File: config.mk
export PLATFORM = sky130hd
export DESIGN_NAME = execute_stage_alu_with_flags_core
export DESIGN_NICKNAME = d
export VERILOG_FILES = /design/src/rtl/core/esalu_pkg.sv /design/src/rtl/core/execute_stage_alu_with_flags_core.sv
export VERILOG_INCLUDE_DIRS = /design/src /design/src/rtl/core
export SDC_FILE = /design/constraint.sdc
export NUM_CORES = 2
export LEC_CHECK = 0
export ABC_AREA = 1
export BUFFER_PORTS_ARGS = -buffer_cell sky130_fd_sc_hd__buf_2
export CAP_MARGIN = 5
export CORE_UTILIZATION = 51
export CTS_CLUSTER_SIZE = 28
export DETAILED_ROUTE_END_ITERATION = 6
export PLACE_DENSITY = 0.7
export SYNTH_ARGS = -nofsm -noshare
export SYNTH_HDL_FRONTEND = slang
export SYNTH_SLANG_ARGS = --single-unit
export TNS_END_PERCENT = 30
File: constraint.sdc
create_clock -name clk -period 12 [get_ports clk]
set_input_delay 2.4 -clock clk [delete_from_list [all_inputs] [get_ports clk]]
set_output_delay 2.4 -clock clk [all_outputs]
set_load 0.01 [all_outputs]
File: src/rtl/core/execute_stage_alu_with_flags_core_macros.svh
// Assertion helpers for the execute stage RTL in this folder.
// Each macro checks one implication on the rising clock edge and is
// switched off while the active-low reset is asserted.
`ifndef EXECUTE_STAGE_ALU_WITH_FLAGS_CORE_MACROS_SVH
`define EXECUTE_STAGE_ALU_WITH_FLAGS_CORE_MACROS_SVH

// Same-cycle implication.
`define ESALU_ASSERT_NOW(label, clk, rst_n, ante, cons, msg) \
    label: assert property (@(posedge clk) disable iff (!rst_n) (ante) |-> (cons)) \
        else $error(msg);

// Next-cycle implication.
`define ESALU_ASSERT_NEXT(label, clk, rst_n, ante, cons, msg) \
    label: assert property (@(posedge clk) disable iff (!rst_n) (ante) |=> (cons)) \
        else $error(msg);

`endif

File: src/rtl/core/esalu_pkg.sv
package esalu_pkg;

    // Opcodes that need their own handling. All other codes pass the first operand.
    localparam logic [5:0] OP_ADD    = 6'd0;
    localparam logic [5:0] OP_SUB    = 6'd1;
    localparam logic [5:0] OP_MUL    = 6'd2;
    localparam logic [5:0] OP_QUOT   = 6'd3;
    localparam logic [5:0] OP_REM    = 6'd4;
    localparam logic [5:0] OP_SFTR   = 6'd5;
    localparam logic [5:0] OP_SFTL   = 6'd6;
    localparam logic [5:0] OP_AND    = 6'd7;
    localparam logic [5:0] OP_OR     = 6'd8;
    localparam logic [5:0] OP_NOT    = 6'd9;
    localparam logic [5:0] OP_XOR    = 6'd10;
    localparam logic [5:0] OP_CMP    = 6'd15;
    localparam logic [5:0] OP_LOAD   = 6'd17;
    localparam logic [5:0] OP_ADDI   = 6'd19;
    localparam logic [5:0] OP_SUBI   = 6'd20;
    localparam logic [5:0] OP_SFTRI  = 6'd21;
    localparam logic [5:0] OP_SFTLI  = 6'd22;
    localparam logic [5:0] OP_ANDI   = 6'd23;
    localparam logic [5:0] OP_ORI    = 6'd24;
    localparam logic [5:0] OP_XORI   = 6'd25;
    localparam logic [5:0] OP_STORE  = 6'd26;
    localparam logic [5:0] OP_JMP    = 6'd28;
    localparam logic [5:0] OP_JRL    = 6'd29;
    localparam logic [5:0] OP_JAL    = 6'd30;
    localparam logic [5:0] OP_BEQ    = 6'd31;
    localparam logic [5:0] OP_BGT    = 6'd32;
    localparam logic [5:0] OP_BUF    = 6'd33;
    localparam logic [5:0] OP_BOF    = 6'd34;
    localparam logic [5:0] OP_PUSH   = 6'd35;
    localparam logic [5:0] OP_POP    = 6'd36;

    localparam logic [31:0] DIV_ZERO_VALUE = 32'h7FFF_FFFF;
    localparam logic [31:0] NOT_TAKEN      = 32'hFFFF_FFFF;

    typedef struct packed {
        logic [5:0]  mode;
        logic [31:0] first_operand;
        logic [31:0] second_operand;
        logic [31:0] immediate_operand;
        logic [31:0] program_counter;
        logic        ext_underflow;
        logic        ext_overflow;
    } item_t;

    // Two's complement magnitude; the most negative value maps to 2^31.
    function automatic logic [31:0] magnitude(input logic [31:0] value);
        magnitude = value[31] ? (32'd0 - value) : value;
    endfunction

endpackage

File: src/rtl/core/execute_stage_alu_with_flags_core.sv
// Execute stage with stored compare flags.
// Input channel (s_*): one instruction per transfer. s_tuser carries the opcode,
// s_tdata carries the operands, the program counter and the two external flags.
// Output channel (m_*): exactly one result per instruction, in order, with the
// halt flag beside the 32-bit result.
// An accepted instruction is held in an operand register. Operations other
// than a nonzero-divisor division are computed in the following cycle and
// written to the output register once it is free; no new instruction is taken
// until that result is written. QUOT and REM with a nonzero divisor run
// through a radix-2 restoring divider that makes one quotient bit per cycle,
// then the execute state applies the sign fix-up and writes the result.
// s_tready is high only while the sequencer is idle. When the receiver stalls,
// the finished result waits in the output register; the next instruction is
// still accepted, and its own result waits in the sequencer until the output
// register is free.
// Reset clears the sequencer, the output valid bit and both compare flags.
`include "execute_stage_alu_with_flags_core_macros.svh"

module execute_stage_alu_with_flags_core
    import esalu_pkg::*;
(
    input  logic         clk,
    input  logic         rst_n,

    input  logic         s_tvalid,
    output logic         s_tready,
    // s_tdata, from bit 0: first_operand[31:0], second_operand[31:0],
    // immediate_operand[31:0], program_counter[31:0], ext_underflow,
    // ext_overflow, six zero bits.
    input  logic [135:0] s_tdata,
    // s_tuser, from bit 0: mode[5:0].
    input  logic [5:0]   s_tuser,

    output logic         m_tvalid,
    input  logic         m_tready,
    // m_tdata, from bit 0: result[31:0], halt, seven zero bits.
    output logic [39:0]  m_tdata
);

    localparam logic [1:0] ST_IDLE = 2'd0;
    localparam logic [1:0] ST_DIV  = 2'd1;
    localparam logic [1:0] ST_EXEC = 2'd2;

    logic [1:0]  state_reg, state_next;
    item_t       in_item;
    item_t       op_reg, op_next;

    // Divider working registers.
    logic [31:0] rem_reg, rem_next;
    logic [31:0] quo_reg, quo_next;
    logic [31:0] dvs_reg, dvs_next;
    logic [4:0]  cnt_reg, cnt_next;

    logic        greater_reg, greater_next;
    logic        equal_reg, equal_next;

    logic        out_valid_reg, out_valid_next;
    logic [31:0] out_result_reg, out_result_next;
    logic        out_halt_reg, out_halt_next;

    logic        in_accept;
    logic        out_free;
    logic        in_div;

    logic [32:0] div_shifted;
    logic [32:0] div_diff;
    logic        div_borrow;

    logic [31:0] alu_result;
    logic        alu_halt;
    logic [31:0] mul_product;
    logic [31:0] quot_final;
    logic [31:0] rem_final;

    assign in_item.mode              = s_tuser;
    assign in_item.first_operand     = s_tdata[31:0];
    assign in_item.second_operand    = s_tdata[63:32];
    assign in_item.immediate_operand = s_tdata[95:64];
    assign in_item.program_counter   = s_tdata[127:96];
    assign in_item.ext_underflow     = s_tdata[128];
    assign in_item.ext_overflow      = s_tdata[129];

    assign s_tready  = (state_reg == ST_IDLE);
    assign in_accept = s_tvalid && s_tready;
    assign out_free  = !out_valid_reg || m_tready;
    assign in_div    = ((in_item.mode == OP_QUOT) || (in_item.mode == OP_REM))
                       && (in_item.second_operand != 32'd0);

    assign m_tvalid = out_valid_reg;
    assign m_tdata  = {7'd0, out_halt_reg, out_result_reg};

    // One restoring step: bring in the next dividend bit and try to subtract.
    // The partial remainder stays below the divisor, which is at most 2^31,
    // so the shifted value fits 32 bits and bit 32 of the difference is the borrow.
    assign div_shifted = {rem_reg, quo_reg[31]};
    assign div_diff    = div_shifted - {1'b0, dvs_reg};
    assign div_borrow  = div_diff[32];

    assign mul_product = op_reg.first_operand * op_reg.second_operand;
    assign quot_final  = (op_reg.first_operand[31] ^ op_reg.second_operand[31])
                         ? (32'd0 - quo_reg) : quo_reg;
    assign rem_final   = op_reg.first_operand[31] ? (32'd0 - rem_reg) : rem_reg;

    always_comb
    begin
        alu_result = op_reg.first_operand;
        alu_halt   = 1'b0;
        case (op_reg.mode)
            OP_ADD, OP_JMP, OP_JAL:
                alu_result = op_reg.first_operand + op_reg.second_operand;
            OP_SUB:
                alu_result = op_reg.first_operand - op_reg.second_operand;
            OP_MUL:
                alu_result = mul_product;
            OP_QUOT, OP_REM:
            begin
                if (op_reg.second_operand == 32'd0)
                begin
                    alu_result = DIV_ZERO_VALUE;
                    alu_halt   = 1'b1;
                end
                else if (op_reg.mode == OP_QUOT)
                begin
                    alu_result = quot_final;
                end
                else
                begin
                    alu_result = rem_final;
                end
            end
            OP_SFTR:
                alu_result = $unsigned($signed(op_reg.first_operand)
                                       >>> op_reg.second_operand[4:0]);
            OP_SFTL:
                alu_result = op_reg.first_operand << op_reg.second_operand[4:0];
            OP_AND:
                alu_result = op_reg.first_operand & op_reg.second_operand;
            OP_OR:
                alu_result = op_reg.first_operand | op_reg.second_operand;
            OP_NOT:
                alu_result = ~op_reg.first_operand;
            OP_XOR:
                alu_result = op_reg.first_operand ^ op_reg.second_operand;
            OP_LOAD, OP_ADDI, OP_STORE, OP_PUSH, OP_POP:
                alu_result = op_reg.first_operand + op_reg.immediate_operand;
            OP_SUBI:
                alu_result = op_reg.first_operand - op_reg.immediate_operand;
            OP_SFTRI:
                alu_result = $unsigned($signed(op_reg.first_operand)
                                       >>> op_reg.immediate_operand[4:0]);
            OP_SFTLI:
                alu_result = op_reg.first_operand << op_reg.immediate_operand[4:0];
            OP_ANDI:
                alu_result = op_reg.first_operand & op_reg.immediate_operand;
            OP_ORI:
                alu_result = op_reg.first_operand | op_reg.immediate_operand;
            OP_XORI:
                alu_result = op_reg.first_operand ^ op_reg.immediate_operand;
            OP_JRL:
                alu_result = op_reg.program_counter + op_reg.second_operand;
            OP_BEQ:
                alu_result = equal_reg
                             ? (op_reg.program_counter + op_reg.second_operand) : NOT_TAKEN;
            OP_BGT:
                alu_result = greater_reg
                             ? (op_reg.program_counter + op_reg.second_operand) : NOT_TAKEN;
            OP_BUF:
                alu_result = op_reg.ext_underflow
                             ? (op_reg.program_counter + op_reg.second_operand) : NOT_TAKEN;
            OP_BOF:
                alu_result = op_reg.ext_overflow
                             ? (op_reg.program_counter + op_reg.second_operand) : NOT_TAKEN;
            default:
                alu_result = op_reg.first_operand;
        endcase
    end

    always_comb
    begin
        state_next      = state_reg;
        op_next         = op_reg;
        rem_next        = rem_reg;
        quo_next        = quo_reg;
        dvs_next        = dvs_reg;
        cnt_next        = cnt_reg;
        greater_next    = greater_reg;
        equal_next      = equal_reg;
        out_valid_next  = out_valid_reg && !m_tready;
        out_result_next = out_result_reg;
        out_halt_next   = out_halt_reg;
        case (state_reg)
            ST_IDLE:
            begin
                if (in_accept)
                begin
                    op_next  = in_item;
                    rem_next = 32'd0;
                    quo_next = magnitude(in_item.first_operand);
                    dvs_next = magnitude(in_item.second_operand);
                    cnt_next = 5'd0;
                    state_next = in_div ? ST_DIV : ST_EXEC;
                end
            end
            ST_DIV:
            begin
                rem_next = div_borrow ? div_shifted[31:0] : div_diff[31:0];
                quo_next = {quo_reg[30:0], !div_borrow};
                cnt_next = cnt_reg + 5'd1;
                if (cnt_reg == 5'd31)
                begin
                    state_next = ST_EXEC;
                end
            end
            ST_EXEC:
            begin
                if (out_free)
                begin
                    out_valid_next  = 1'b1;
                    out_result_next = alu_result;
                    out_halt_next   = alu_halt;
                    if (op_reg.mode == OP_CMP)
                    begin
                        greater_next = $signed(op_reg.first_operand)
                                       > $signed(op_reg.second_operand);
                        equal_next   = (op_reg.first_operand == op_reg.second_operand);
                    end
                    state_next = ST_IDLE;
                end
            end
            default:
                state_next = ST_IDLE;
        endcase
    end

    always_ff @(posedge clk or negedge rst_n)
    begin
        if (!rst_n)
        begin
            state_reg     <= ST_IDLE;
            greater_reg   <= 1'b0;
            equal_reg     <= 1'b0;
            out_valid_reg <= 1'b0;
        end
        else
        begin
            state_reg     <= state_next;
            greater_reg   <= greater_next;
            equal_reg     <= equal_next;
            out_valid_reg <= out_valid_next;
        end
    end

    always_ff @(posedge clk)
    begin
        op_reg         <= op_next;
        rem_reg        <= rem_next;
        quo_reg        <= quo_next;
        dvs_reg        <= dvs_next;
        cnt_reg        <= cnt_next;
        out_result_reg <= out_result_next;
        out_halt_reg   <= out_halt_next;
    end

    // A nonzero-divisor division goes through the divider loop.
    `ESALU_ASSERT_NEXT(a_div_enters_loop, clk, rst_n, in_accept && in_div, state_reg == ST_DIV, "division did not enter the divider loop")

    // The divider leaves after its last quotient bit.
    `ESALU_ASSERT_NEXT(a_div_leaves_loop, clk, rst_n, (state_reg == ST_DIV) && (cnt_reg == 5'd31), state_reg == ST_EXEC, "divider loop did not finish after 32 steps")

    // A new result is only ever loaded from the execute cycle.
    `ESALU_ASSERT_NOW(a_load_from_exec, clk, rst_n, $rose(out_valid_reg), $past(state_reg) == ST_EXEC, "output loaded outside the execute cycle")

    // Halt always comes with the saturated divide-by-zero value.
    `ESALU_ASSERT_NOW(a_halt_value, clk, rst_n, out_valid_reg && out_halt_reg, out_result_reg == DIV_ZERO_VALUE, "halt raised with an unexpected result")

endmodule
==> flow_summary.yaml <==
cts:
  clockRootBuffer: "clkbuf_16"
  clk_pin_slew_ns: 0.07
  htree_levels: 1
  hold_buffers: 0
  clk_latency_ns: 0.66
  cts_sinks: 274
  numCtsBuffers: 31
  max-clock-path-buffers: 3
  cts_tree: "done"
  postCtsSetupBuffers: 0
  cts_resized: 0
timing:
  final.setup.tns_ns: 0
  clock.fmax_ghz: 0.125
  maxSlewHeadroom_pct: 12.1
  layout_min_cycle_time_ns: 7.97
  finalClockSkew_ns: 0.0244
  worstMarginPinSlew_ns: 1.31
  setup_violations: 0
  timing.final.crit_share_pct: 66.4
  finalHoldViolCount: 0
  finalMaxSlewViolations: 0
  rsz0062_at_grt: "false"
synthesis:
  ys_ff_latch: 274
  synth_cells: 7224
  syn_avg_cell_area_um2: 6.61
  yosysSeqAreaShare_pct: 17.2
  syn_area_mm2: 0.0477
  synth_fa_ha_area_share_pct: 24.4
  synth_common_cells: "nand2_1 (2,003), inv_1 (1,260), nand3_1 (591), nor2_1 (559), o21ai_0 (423)"
  synth_xor_area_share_pct: 2.35
  yosysTopAreaCell: "fa_1"
  ys_dominant_reg_cell: "edfxtp_1"
  synth-edff-count: 269
  synth_top_family_by_area: "simple AND/OR/NAND/NOR gates"
  synth.distinct_cells: 63
  ys_warn_count: 0
  netlist_top_cells_area: "fa_1 (17%), edfxtp_1 (17%), nand2_1 (16%)"
  synth_top_area_share_pct: 17.3
  synth_mux_area_share_pct: 0
  yosysMostFrequentCell: "nand2_1"
  yosys.area_share.simple_pct: 30.8
  synthArstFlopShare_pct: 1.82
  synth-compound-area-share_pct: 12.4
outcome:
  status: "finished, final reports clean"
placement:
  dp_hpwl_mm: 172
  gp_congestion: 1.13
  io_buffer_count: 174
  dp_cells: 8444
detailed_routing:
  vias: 51300
  vias_per_cell: 6.02
  drc: 0
  drt-met1-wl_mm: 83.1
  dr_wl_met2_mm: 94.4
  wl_per_cell_um: 26.4
  met3_length_mm: 27.9
  drt_first_iter_violations: 6914
  final_antenna_net_count: 0
  top_layer: "met5"
  wl_mm: 224
  first_pass_iters: 7
final_layout:
  drive_gt1_share_pct: 6.10
  syn_to_final_growth_pct: 6.38
  regArea_mm2: 0.00820
  nets: 8065
  fin_cells: 8514
  multi_input_comb_area_mm2: 0.0335
  largest_reg_flops: 136
  fill_cells: 9101
die:
  core_mm2: 0.0922
  row_count: 111
  die-width_um: 308
  start_util_pct: 51.8
  die_h_um: 308
  io_pins: 188
  die_area_mm2: 0.0948
setup_path:
  worstSetupStartpointType: "flop"
  worstPathRequired_ns: 12.38
  critPathMaxFanout: 17
  crit_path_end_kind: "flop"
  worstPathArrival_ns: 8.35
  critPathKind: "reg -> reg"
worst_hold_path:
  hold_path_class: "reg -> reg"
grt:
  grt-ovfl-total: 0
  grt_antenna_before_repair: 13
  grt_pass1_vias: 48900
  grt_max_degree: 168
  track_usage_pct: 47.1
  grt_pass1_wl_mm: 322
run:
  cap_violations: 0
==> cell usage in the layout (no fill, tap or decap), types with 13 or more instances in the layout <==
master,n
o21bai_1,27
inv_1,1260
inv_2,22
buf_4,99
nor2_2,16
fa_1,412
ha_1,273
nand4_1,81
a21o_1,20
o21a_1,15
o21ai_1,55
xnor2_1,48
a31oi_1,21
nor4_1,20
o211ai_1,63
a21oi_1,331
nand3b_1,30
or2_2,37
nor2_1,556
clkbuf_16,31
edfxtp_1,269
o22ai_1,16
nand2_1,2001
buf_2,174
nand2_2,13
nor3_1,98
o21ai_0,423
xor2_1,80
nand3_1,591
==> per-stage QoR <==
step / worst slack, ns / util (%) / hold slack (ns) / instance area (um^2)
floorplan: 2.57 / - / 0.525 / 47800
detailed placement: 4.22 / 53.9 / 0.572 / 49700
global route: 3.78 / 55.0 / 0.630 / 50800
finish: 4.03 / 55.1 / 0.592 / 50800
global placement: 4.27 / 53.9 / 0.559 / 49700
CTS: 4.19 / 55.0 / 0.589 / 50800
==> routing by layer <==
metal | vias to the layer above | global-route usage (%)
li1 | 23000 | -
met1 | 24300 | 58.6
met2 | 3178 | 70.2
met3 | 775 | 13.0
met4 | 10 | 33.8
met5 | - | 0
==> worst max-delay path, cell delays in order (launching register included) <==
cell	delay (ns)
edfxtp_1	1.08
buf_4	0.53
nand2_1	0.09
inv_1	0.09
fa_1	0.44
fa_1	0.50
fa_1	0.53
inv_1	0.06
fa_1	0.47
inv_1	0.05
fa_1	0.48
fa_1	0.51
fa_1	0.56
fa_1	0.44
ha_1	0.35
a21oi_1	0.20
o21a_1	0.18
nor2_1	0.04
nor3_1	0.23
o211ai_1	0.17
o21ai_0	0.34
nand3_1	0.14
nor2_1	0.12
nand3_1	0.09
==> cells by family after synthesis <==
logic type | Yosys count
other | 1
flip-flops | 274
AND/OR/NAND/NOR | 3493
adder cells (fa/ha/maj) | 685
XOR/XNOR | 128
AO/OA/AOI/OAI | 1053
buffers and inverters | 1590
==> worst paths after layout <==
path | start | to | slack, ns | cells after the start
hold reg to reg | quo_reg[6] | quo_reg[7] | 0.59 | 2
setup reg to reg | op_reg[72] | out_result_reg[28] | 4.03 | 23
min in group asynchronous | rst_n | m_tvalid | 1.62 | 1
max in group asynchronous | rst_n | greater_reg | 10.17 | 1
hold / removal | quo_reg[6] | quo_reg[7] | 0.59 | 2
setup / recovery | op_reg[72] | out_result_reg[28] | 4.03 | 23
==> area by class of cell <==
class	count	area share, %
Clock inverter	22	0.507
Timing Repair Buffer	274	3.22
Clock buffer	36	1.56
Antenna cell	12	0.0591
Sequential cell	274	16.2
Inverter	1287	9.51
Multi-Input combinational cell	5366	65.9
Tap cell	1243	3.06
Power is not shown: default switching activity piles up to over one toggle a cycle in this logic, so the estimate is an artifact.
